===== src/hdl/bts_pkg.sv =====
`timescale 1ns / 1ps
package bts_pkg;

	localparam int unsigned AdcW     = 12;
	localparam int unsigned PresW    = 16;
	localparam int unsigned SecW     = 6;
	localparam int unsigned WaitW    = 4;
	localparam int unsigned PctW     = 7;
	localparam int unsigned ReasonW  = 3;
	localparam int unsigned CfgIdxW  = 3;
	localparam int unsigned CfgDataW = 16;
	localparam int unsigned ProdW    = PresW + PctW;

	localparam logic [PctW-1:0]  PctFull    = PctW'(100);
	localparam logic [WaitW-1:0] WaitMax    = '1;
	localparam logic [SecW-1:0]  RangeDelay = SecW'(2);

	typedef enum logic [CfgIdxW-1:0] {
		REG_BELLOWS_MIN  = 3'd0,
		REG_BELLOWS_MAX  = 3'd1,
		REG_TIMEOUT      = 3'd2,
		REG_ARM_PRESSURE = 3'd3,
		REG_DROP_PERCENT = 3'd4,
		REG_WAIT_LIMIT   = 3'd5
	} cfg_reg_t;

	typedef enum logic [ReasonW-1:0] {
		END_NONE    = 3'd0,
		END_BURST   = 3'd1,
		END_TIMEOUT = 3'd2,
		END_ABORT   = 3'd3,
		END_BFAULT  = 3'd4,
		END_LOW     = 3'd5,
		END_HIGH    = 3'd6,
		END_WFAIL   = 3'd7
	} end_reason_t;

	typedef struct packed {
		logic [AdcW-1:0]  bellows_min_adc;
		logic [AdcW-1:0]  bellows_max_adc;
		logic [SecW-1:0]  timeout_seconds;
		logic [PresW-1:0] arm_pressure;
		logic [PctW-1:0]  drop_percent;
		logic [WaitW-1:0] bellows_wait_limit;
	} cfg_t;

	typedef struct packed {
		logic             func;
		logic             tick;
		logic [AdcW-1:0]  bellows_adc;
		logic [PresW-1:0] pressure;
		logic             abort;
		logic             write_fail;
	} poll_t;

	typedef struct packed {
		logic             running;
		end_reason_t      end_reason;
		logic             specimen_valve;
		logic             bellows_valve;
		logic             sample_valid;
		logic [SecW-1:0]  sample_second;
		logic [PresW-1:0] peak_pressure;
	} result_t;

endpackage


===== src/hdl/bts_if.sv =====
`timescale 1ns / 1ps
interface bts_poll_if import bts_pkg::*; ();
	logic             valid;
	logic             ready;
	logic             func;
	logic             tick;
	logic [AdcW-1:0]  bellows_adc;
	logic [PresW-1:0] pressure;
	logic             abort;
	logic             write_fail;

	modport source (output valid, func, tick, bellows_adc, pressure, abort, write_fail,
		input ready);
	modport sink (input valid, func, tick, bellows_adc, pressure, abort, write_fail,
		output ready);
endinterface

interface bts_result_if import bts_pkg::*; ();
	logic                valid;
	logic                ready;
	logic                running;
	logic [ReasonW-1:0]  end_reason;
	logic                specimen_valve;
	logic                bellows_valve;
	logic                sample_valid;
	logic [SecW-1:0]     sample_second;
	logic [PresW-1:0]    peak_pressure;

	modport source (output valid, running, end_reason, specimen_valve, bellows_valve,
		sample_valid, sample_second, peak_pressure, input ready);
	modport sink (input valid, running, end_reason, specimen_valve, bellows_valve,
		sample_valid, sample_second, peak_pressure, output ready);
endinterface


===== src/hdl/bts_cfg.sv =====
`timescale 1ns / 1ps
module bts_cfg import bts_pkg::*; (
	input  logic                clk,
	input  logic                arst_n,
	input  logic                cfg_we,
	input  logic [CfgIdxW-1:0]  cfg_index,
	input  logic [CfgDataW-1:0] cfg_wdata,
	output cfg_t                cfg
);

	cfg_t cfg_q;

	always_ff @(posedge clk or negedge arst_n) begin
		if (!arst_n) begin
			cfg_q.bellows_min_adc    <= '0;
			cfg_q.bellows_max_adc    <= '1;
			cfg_q.timeout_seconds    <= SecW'(30);
			cfg_q.arm_pressure       <= PresW'(10);
			cfg_q.drop_percent       <= PctW'(60);
			cfg_q.bellows_wait_limit <= WaitW'(5);
		end else if (cfg_we) begin
			case (cfg_reg_t'(cfg_index))
				REG_BELLOWS_MIN:  cfg_q.bellows_min_adc    <= cfg_wdata[AdcW-1:0];
				REG_BELLOWS_MAX:  cfg_q.bellows_max_adc    <= cfg_wdata[AdcW-1:0];
				REG_TIMEOUT:      cfg_q.timeout_seconds    <= cfg_wdata[SecW-1:0];
				REG_ARM_PRESSURE: cfg_q.arm_pressure       <= cfg_wdata[PresW-1:0];
				REG_DROP_PERCENT: cfg_q.drop_percent       <= cfg_wdata[PctW-1:0];
				REG_WAIT_LIMIT:   cfg_q.bellows_wait_limit <= cfg_wdata[WaitW-1:0];
				default: ;
			endcase
		end
	end

	assign cfg = cfg_q;

endmodule


===== src/hdl/bts_core.sv =====
`timescale 1ns / 1ps
module bts_core import bts_pkg::*; (
	input  logic    clk,
	input  logic    arst_n,
	input  cfg_t    cfg,
	input  logic    step,
	input  poll_t   poll,
	output result_t result
);

	logic             active_q;
	logic [SecW-1:0]  elapsed_q;
	logic [WaitW-1:0] wait_count_q;
	logic             bellows_ready_q;
	logic             armed_q;
	logic [PresW-1:0] previous_pressure_q;

	logic             low;
	logic             high;
	logic [WaitW-1:0] wait_next;
	logic             ready_next;
	logic             sample;
	logic [SecW-1:0]  elapsed_next;
	logic             armed_next;
	logic [ProdW-1:0] cur_scaled;
	logic [ProdW-1:0] prev_scaled;
	logic             burst;
	end_reason_t      why;
	logic             finish;

	always_comb begin
		low          = poll.bellows_adc < cfg.bellows_min_adc;
		high         = poll.bellows_adc > cfg.bellows_max_adc;
		wait_next    = wait_count_q;
		ready_next   = bellows_ready_q;
		if (low) begin
			if (poll.tick && wait_count_q != WaitMax) begin
				wait_next = wait_count_q + WaitW'(1);
			end
		end else begin
			wait_next  = '0;
			ready_next = 1'b1;
		end
		sample       = poll.tick && ready_next;
		elapsed_next = sample ? elapsed_q + SecW'(1) : elapsed_q;
		armed_next   = armed_q || (sample && poll.pressure > cfg.arm_pressure);
		cur_scaled   = ProdW'(poll.pressure) * ProdW'(PctFull);
		prev_scaled  = ProdW'(previous_pressure_q) * ProdW'(cfg.drop_percent);
		burst        = sample && armed_next && cur_scaled < prev_scaled;

		why = END_NONE;
		if (low && wait_next > cfg.bellows_wait_limit) begin
			why = END_BFAULT;
		end else if (burst) begin
			why = END_BURST;
		end else if (sample && armed_next && elapsed_next == cfg.timeout_seconds) begin
			why = END_TIMEOUT;
		end else if (sample && armed_next && poll.abort) begin
			why = END_ABORT;
		end else if (sample && armed_next && elapsed_next > RangeDelay && low) begin
			why = END_LOW;
		end else if (sample && armed_next && elapsed_next > RangeDelay && high) begin
			why = END_HIGH;
		end else if (poll.write_fail) begin
			why = END_WFAIL;
		end else if (poll.abort) begin
			why = END_ABORT;
		end else if (elapsed_next >= cfg.timeout_seconds) begin
			why = END_TIMEOUT;
		end
		finish = why != END_NONE;
	end

	always_comb begin
		result = '0;
		result.end_reason = END_NONE;
		if (!poll.func) begin
			result.running = 1'b1;
		end else if (active_q) begin
			result.running        = !finish;
			result.end_reason     = why;
			result.specimen_valve = !finish && ready_next;
			result.bellows_valve  = !finish;
			result.sample_valid   = sample;
			result.sample_second  = sample ? elapsed_q : '0;
			result.peak_pressure  = burst ? previous_pressure_q : '0;
		end
	end

	always_ff @(posedge clk or negedge arst_n) begin
		if (!arst_n) begin
			active_q            <= 1'b0;
			elapsed_q           <= '0;
			wait_count_q        <= '0;
			bellows_ready_q     <= 1'b0;
			armed_q             <= 1'b0;
			previous_pressure_q <= '0;
		end else if (step && (!poll.func || (active_q && finish))) begin
			active_q            <= !poll.func;
			elapsed_q           <= '0;
			wait_count_q        <= '0;
			bellows_ready_q     <= 1'b0;
			armed_q             <= 1'b0;
			previous_pressure_q <= '0;
		end else if (step && active_q) begin
			elapsed_q       <= elapsed_next;
			wait_count_q    <= wait_next;
			bellows_ready_q <= ready_next;
			armed_q         <= armed_next;
			if (sample) begin
				previous_pressure_q <= poll.pressure;
			end
		end
	end

endmodule


===== src/hdl/burst_test_supervisor.sv =====
`timescale 1ns / 1ps
// Channel   Role          Transfer moves
// poll      sink          func, tick, bellows_adc, pressure, abort, write_fail
// result    source        running, end_reason, valves, sample stamp, peak_pressure
// cfg_*     write port    cfg_index selects a register, cfg_wdata is its new value
//
// One poll per cycle sustained while the result side accepts; a poll passes through the
// input register and the combinational decision logic into the result register.
// Reset clears the test state and loads the register defaults; no clearing pass.
// A stalled result holds the output register; the input register holds one more poll.
module burst_test_supervisor import bts_pkg::*; (
	input  logic                clk,
	input  logic                arst_n,
	bts_poll_if.sink            poll,
	bts_result_if.source        result,
	input  logic                cfg_we,
	input  logic [CfgIdxW-1:0]  cfg_index,
	input  logic [CfgDataW-1:0] cfg_wdata
);

	cfg_t    cfg;
	poll_t   poll_s1;
	logic    valid_s1;
	result_t res_comb;
	result_t res_s2;
	logic    valid_s2;
	logic    advance;

	assign advance    = valid_s1 && (!valid_s2 || result.ready);
	assign poll.ready = !valid_s1 || advance;

	always_ff @(posedge clk or negedge arst_n) begin
		if (!arst_n) begin
			valid_s1 <= 1'b0;
			valid_s2 <= 1'b0;
		end else begin
			if (poll.ready) begin
				valid_s1 <= poll.valid;
			end
			if (advance) begin
				valid_s2 <= 1'b1;
			end else if (result.ready) begin
				valid_s2 <= 1'b0;
			end
		end
	end

	always_ff @(posedge clk) begin
		if (poll.ready && poll.valid) begin
			poll_s1.func        <= poll.func;
			poll_s1.tick        <= poll.tick;
			poll_s1.bellows_adc <= poll.bellows_adc;
			poll_s1.pressure    <= poll.pressure;
			poll_s1.abort       <= poll.abort;
			poll_s1.write_fail  <= poll.write_fail;
		end
		if (advance) begin
			res_s2 <= res_comb;
		end
	end

	bts_cfg u_cfg (
		.clk       (clk),
		.arst_n    (arst_n),
		.cfg_we    (cfg_we),
		.cfg_index (cfg_index),
		.cfg_wdata (cfg_wdata),
		.cfg       (cfg)
	);

	bts_core u_core (
		.clk    (clk),
		.arst_n (arst_n),
		.cfg    (cfg),
		.step   (advance),
		.poll   (poll_s1),
		.result (res_comb)
	);

	assign result.valid          = valid_s2;
	assign result.running        = res_s2.running;
	assign result.end_reason     = res_s2.end_reason;
	assign result.specimen_valve = res_s2.specimen_valve;
	assign result.bellows_valve  = res_s2.bellows_valve;
	assign result.sample_valid   = res_s2.sample_valid;
	assign result.sample_second  = res_s2.sample_second;
	assign result.peak_pressure  = res_s2.peak_pressure;

endmodule


===== src/flat_wrapper.sv =====
// flat-port wrapper written by rule: the top's interface ports become plain ports
module burst_test_supervisor_flat import bts_pkg::*;
  (clk, arst_n, cfg_we, cfg_index, cfg_wdata, poll_valid, poll_func, poll_tick, poll_bellows_adc, poll_pressure, poll_abort, poll_write_fail, poll_ready, result_valid, result_running, result_end_reason, result_specimen_valve, result_bellows_valve, result_sample_valid, result_sample_second, result_peak_pressure, result_ready);
  bts_poll_if poll_i ();
  bts_result_if result_i ();
  input  logic clk;
  input  logic arst_n;
  input  logic cfg_we;
  input  logic [CfgIdxW-1:0] cfg_index;
  input  logic [CfgDataW-1:0] cfg_wdata;
  input wire logic [$bits(poll_i.valid)-1:0] poll_valid;
  input wire logic [$bits(poll_i.func)-1:0] poll_func;
  input wire logic [$bits(poll_i.tick)-1:0] poll_tick;
  input wire logic [$bits(poll_i.bellows_adc)-1:0] poll_bellows_adc;
  input wire logic [$bits(poll_i.pressure)-1:0] poll_pressure;
  input wire logic [$bits(poll_i.abort)-1:0] poll_abort;
  input wire logic [$bits(poll_i.write_fail)-1:0] poll_write_fail;
  output wire logic [$bits(poll_i.ready)-1:0] poll_ready;
  output wire logic [$bits(result_i.valid)-1:0] result_valid;
  output wire logic [$bits(result_i.running)-1:0] result_running;
  output wire logic [$bits(result_i.end_reason)-1:0] result_end_reason;
  output wire logic [$bits(result_i.specimen_valve)-1:0] result_specimen_valve;
  output wire logic [$bits(result_i.bellows_valve)-1:0] result_bellows_valve;
  output wire logic [$bits(result_i.sample_valid)-1:0] result_sample_valid;
  output wire logic [$bits(result_i.sample_second)-1:0] result_sample_second;
  output wire logic [$bits(result_i.peak_pressure)-1:0] result_peak_pressure;
  input wire logic [$bits(result_i.ready)-1:0] result_ready;
  assign poll_i.valid = poll_valid;
  assign poll_i.func = poll_func;
  assign poll_i.tick = poll_tick;
  assign poll_i.bellows_adc = poll_bellows_adc;
  assign poll_i.pressure = poll_pressure;
  assign poll_i.abort = poll_abort;
  assign poll_i.write_fail = poll_write_fail;
  assign poll_ready = poll_i.ready;
  assign result_valid = result_i.valid;
  assign result_running = result_i.running;
  assign result_end_reason = result_i.end_reason;
  assign result_specimen_valve = result_i.specimen_valve;
  assign result_bellows_valve = result_i.bellows_valve;
  assign result_sample_valid = result_i.sample_valid;
  assign result_sample_second = result_i.sample_second;
  assign result_peak_pressure = result_i.peak_pressure;
  assign result_i.ready = result_ready;
  burst_test_supervisor u_core (.clk(clk), .arst_n(arst_n), .poll(poll_i), .result(result_i), .cfg_we(cfg_we), .cfg_index(cfg_index), .cfg_wdata(cfg_wdata));
endmodule

===== config.mk =====
export PLATFORM = sky130hd
export DESIGN_NAME = burst_test_supervisor_flat
export DESIGN_NICKNAME = d
export VERILOG_FILES = /design/src/hdl/bts_pkg.sv /design/src/hdl/bts_if.sv /design/src/hdl/bts_cfg.sv /design/src/hdl/bts_core.sv /design/src/hdl/burst_test_supervisor.sv /design/src/flat_wrapper.sv
export SDC_FILE = /design/constraint.sdc
export NUM_CORES = 1
export LEC_CHECK = 0
export BUFFER_PORTS_ARGS = -buffer_cell sky130_fd_sc_hd__buf_2
export CORE_AREA = 2 2 148 150
export CTS_CLUSTER_SIZE = 12
export DETAILED_ROUTE_END_ITERATION = 8
export DIE_AREA = 0 0 150 152
export GPL_TIMING_DRIVEN = 0
export PLACE_DENSITY = 0.8
export SLEW_MARGIN = 20
export SYNTH_ARGS = -nofsm -noshare
export SYNTH_HDL_FRONTEND = slang
export SYNTH_SLANG_ARGS = --single-unit
export TNS_END_PERCENT = 30

===== constraint.sdc =====
create_clock -name clk -period 8.2 [get_ports clk]
set_input_delay 1.23 -clock clk [delete_from_list [all_inputs] [get_ports clk]]
set_output_delay 1.23 -clock clk [all_outputs]
set_load 0.005 [all_outputs]

==> flow_summary_export.csv <==
group,metric,value,unit
run_status,status,"completed",
global_routing,grt_max_degree,48,
logic_synthesis,synth_cells,1224,
cts,cts_max_level,4,
power_and_ir_drop,p_leak,6.99,nW
sta,fin_crit_sh,0.966,
placed_design,dp_hpwl,21400,um
sta,fmax,0.126,GHz
worst_setup_path,critical-path-max-stage-delay,0.64,ns
power_and_ir_drop,ir_drop,0.151,mV
finish,multi_input_area,7720,um^2
global_routing,overflow,0,
placed_design,place_area,13400,um^2
die,coreArea,21400,um^2
logic_synthesis,yosys.area.top_type,"ha_1",
sta,hold_viol_final,0,
worst_hold_path,hold_class,"reg2reg",
worst_setup_path,cp-start-kind,"flip-flop",
logic_synthesis,synth_top_family_by_area,"adder cells",
routing,routed_wl,27700,um
sta,setup-violations-final,0,
die,initial_core_util,0.588,
placed_design,globalplace.congestion,0.909,
die,row_count,54,
power_and_ir_drop,pwr-share-comb,0.333,
logic_synthesis,yosys-top-cells-area,"ha_1 16%, edfxtp_1 15%, dfrtp_1 13%, fa_1 13%, inv_1 5.8%",
logic_synthesis,synthFlopType,"dfrtp_1",
logic_synthesis,synth_xor_xnor_area_share,0.0307,
die,die_area,22800,um^2
power_and_ir_drop,power_density,184,nW/um^2
worst_setup_path,cpMostUsedCell,"fa_1",
cts,hold_buffers,0,
sta,finalCriticalPeriod,7.92,ns
worst_setup_path,cp-end-kind,"flip-flop",
global_routing,antenna_found_initial,0,
logic_synthesis,ys_warn_count,0,
routing,vias_per_cell,5.67,
logic_synthesis,synth_top_area_share,0.164,
power_and_ir_drop,power_frac_clock,0.301,
finish,fin_area,14200,um^2
power_and_ir_drop,internal_power,1.69,mW
finish,fillers,1696,
worst_setup_path,crit_type,"reg2reg",
die,die_y,152,um
logic_synthesis,ys_types,83,
logic_synthesis,synth-adder-area-share,0.292,
finish,post-route-util,0.664,
cts,clk_transition_reported_paths,0.07,ns
routing,wire_per_inst,16.9,um
logic_synthesis,synth_compound_area_frac,0.120,
placed_design,port_buffers,86,
logic_synthesis,synth_fp_nets,1525,
sta,fin_skew,0.0112,ns
logic_synthesis,synth-seq-area-share,0.324,
power_and_ir_drop,finalPower,2.60,mW
finish,area_growth,13.0,%
logic_synthesis,async_flop_share,0.591,
routing,dr.pass1.iters,5,
global_routing,grt_util_all_layers,0.254,
routing,ant_nets,0,
worst_setup_path,crit_arrival,8.29,ns
cts,cts_tree,"yes",
logic_synthesis,synth_edf_count,61,
power_and_ir_drop,swShare,0.350,
finish,drive_gt1_frac,0.180,
cts,cts_sinks,149,
sta,maxSlewViolCount,0,
flow_run,drv_cap,0,
logic_synthesis,synth_area,12600,um^2
routing,route.detailed.drc,0,
sta,worst_pin_slew,0.888,ns
global_routing,grt_pass1_wl,46200,um
cts,cts_buffers,17,
worst_setup_path,cpMaxStageDelayCell,"dfstp_2",
finish,final_nets,1644,
worst_setup_path,cp_max_fo,10,
routing,drt-initial-drc-count,572,
sta,finalSetupTns,0,ns
worst_setup_path,worst_ep_required_time,8.56,ns
routing,vias,9270,
logic_synthesis,yosys.area_share.simple,0.138,
die,ios,87,
die,fp.dieW,150,um
sta,relSlewSlack,0.399,
power_and_ir_drop,p_seq_frac,0.366,
global_routing,grt_pass1_vias,9530,
cts,clock_latency,0.43,ns
finish,register_area,4080,um^2
cts,cts_buffer_depth,2,
logic_synthesis,ys_ff_latch,149,
finish,diodes,0,
logic_synthesis,synth_area_per_cell,10.3,um^2
power_and_ir_drop,p_sw,911,uW
logic_synthesis,synthMuxAreaShare,0.0289,
cts,clockRootBuffer,"clkbuf_16",
## worst max-delay path: cells and delay by family (launching register included)
| family | cells | cell delay [ns] |
|---|---|---|
| xor gates and xnor gates | 1 | 0.17 |
| buffers and inverters | 6 | 0.89 |
| DFF | 1 | 0.64 |
| AOI/OAI and AO/OA | 16 | 3.08 |
| adders and majority gates | 6 | 2.55 |
| and+or+nand+nor | 2 | 0.50 |
## flip-flops by register name, indices dropped and copies added (netlist names), 3 cells and up
name and count:
u_core.poll_s1 32, u_core.result.end_reason 3, u_core.u_core.wait_count_q 4, u_core.result.peak_pressure 16, u_core.result.sample_second 6, u_core.u_core.elapsed_q 6, u_core.u_cfg.cfg 57, u_core.u_core.previous_pressure_q 16
## worst paths after layout
check                                    start                                    end  slack [ns]  cells past startpoint
min in group asynchronous               arst_n   u_core.u_core.previous_pressure_q[2]        0.81                      1
min                            u_core.valid_s1                    u_core.result.valid        0.50                      1
min reg2reg                    u_core.valid_s1                    u_core.result.valid        0.50                      1
max in group asynchronous               arst_n                   u_core.u_cfg.cfg[42]        6.67                      2
max                        u_core.u_cfg.cfg[7]  u_core.u_core.previous_pressure_q[13]        0.28                     31
max reg2reg                u_core.u_cfg.cfg[7]  u_core.u_core.previous_pressure_q[13]        0.28                     31
## power by group through the flow
stage               logic [mW]  registers, mW  clock network (mW)
finish                   0.866          0.953               0.784
global route             0.979          0.962               0.823
CTS                      0.819          0.959               0.789
detailed placement       0.818          0.965                   0
global placement         0.777          0.962                   0
floorplan                0.603          0.938                   0
## cells in the final DEF (no fill, tap or decap), types with 8 or more instances in the layout
master     netlist  routed
dfstp_2         24      22
and2_1          96      95
nand2_1         93      93
clkbuf_1        20      13
ha_1           165     165
nand2b_1        10      10
o21ai_1          6       9
and3_1          10      10
buf_4            1      17
dfrtp_1         64      61
buf_2            1      86
mux2_2          30      30
or2_2            8       8
xor2_1          17      17
a31oi_1         10      10
a21oi_1         31      31
nand3_1         16      16
a21o_1          16      16
o21ai_0         48      45
nor2_1          41      41
xnor2_1         27      27
edfxtp_1        61      61
nor2b_1          8       8
fa_1            80      80
nand4_1         10      10
nor3_1          18      17
a22o_1          17      17
clkbuf_16        0      19
a211oi_1         9       9
inv_1          194     194
## metal layers
metal / up-vias / share of wire / global-route usage
li1: 4413 / - / -
met5: - / 0 / 0
met1: 4535 / 0.44 / 0.348
met2: 274 / 0.48 / 0.411
met4: 0 / 0.024 / 0.0773
met3: 48 / 0.056 / 0.0489
## synth_stat cells, types with 20 or more instances
cell type	instances
xnor2_1	27
dfrtp_1	64
a21oi_1	31
ha_1	165
mux2_2	30
nand2_1	93
dfstp_2	24
edfxtp_1	61
fa_1	80
o21ai_0	48
inv_1	194
nor2_1	41
and2_1	96
clkbuf_1	20
## cell type report
cell class	count	share of cell area
buffer	22	0.00759
inverter	194	0.0513
timing repair buffer	103	0.0422
clock buffer	19	0.0335
multi-input combinational	856	0.544
clock inverter	13	0.00909
sequential	149	0.287
tap	280	0.0247
## stage by stage
stage / worst slack, ns / cells / hold WS (ns)
2_1_floorplan: 0.932 / 1224 / 0.457
3_3_place_gp: -0.220 / 1590 / 0.469
3_5_place_dp: -0.435 / 1593 / 0.483
4_1_cts: 0.0401 / 1624 / 0.500
5_1_grt: -0.0867 / 1636 / 0.527
6_report: 0.278 / 1636 / 0.495
## cells by family (layout without fill, tap and decap cells)
kind of cell	Yosys count	after routing
fa+ha+maj	245	245
buf+inv	219	351
mux	32	32
flops	149	149
xor+xnor	44	44
simple gates	329	329
compound gates	206	206
## repair_timing
item / CTS / global route
pin swaps: 1 / 8
setup buffers: 2 / 12
gates resized for setup: 3 / 25
endpoints found under the hold margin: 0 / 0
endpoints found under the setup margin: 30 / 33
(Power assumes the default switching activity.)
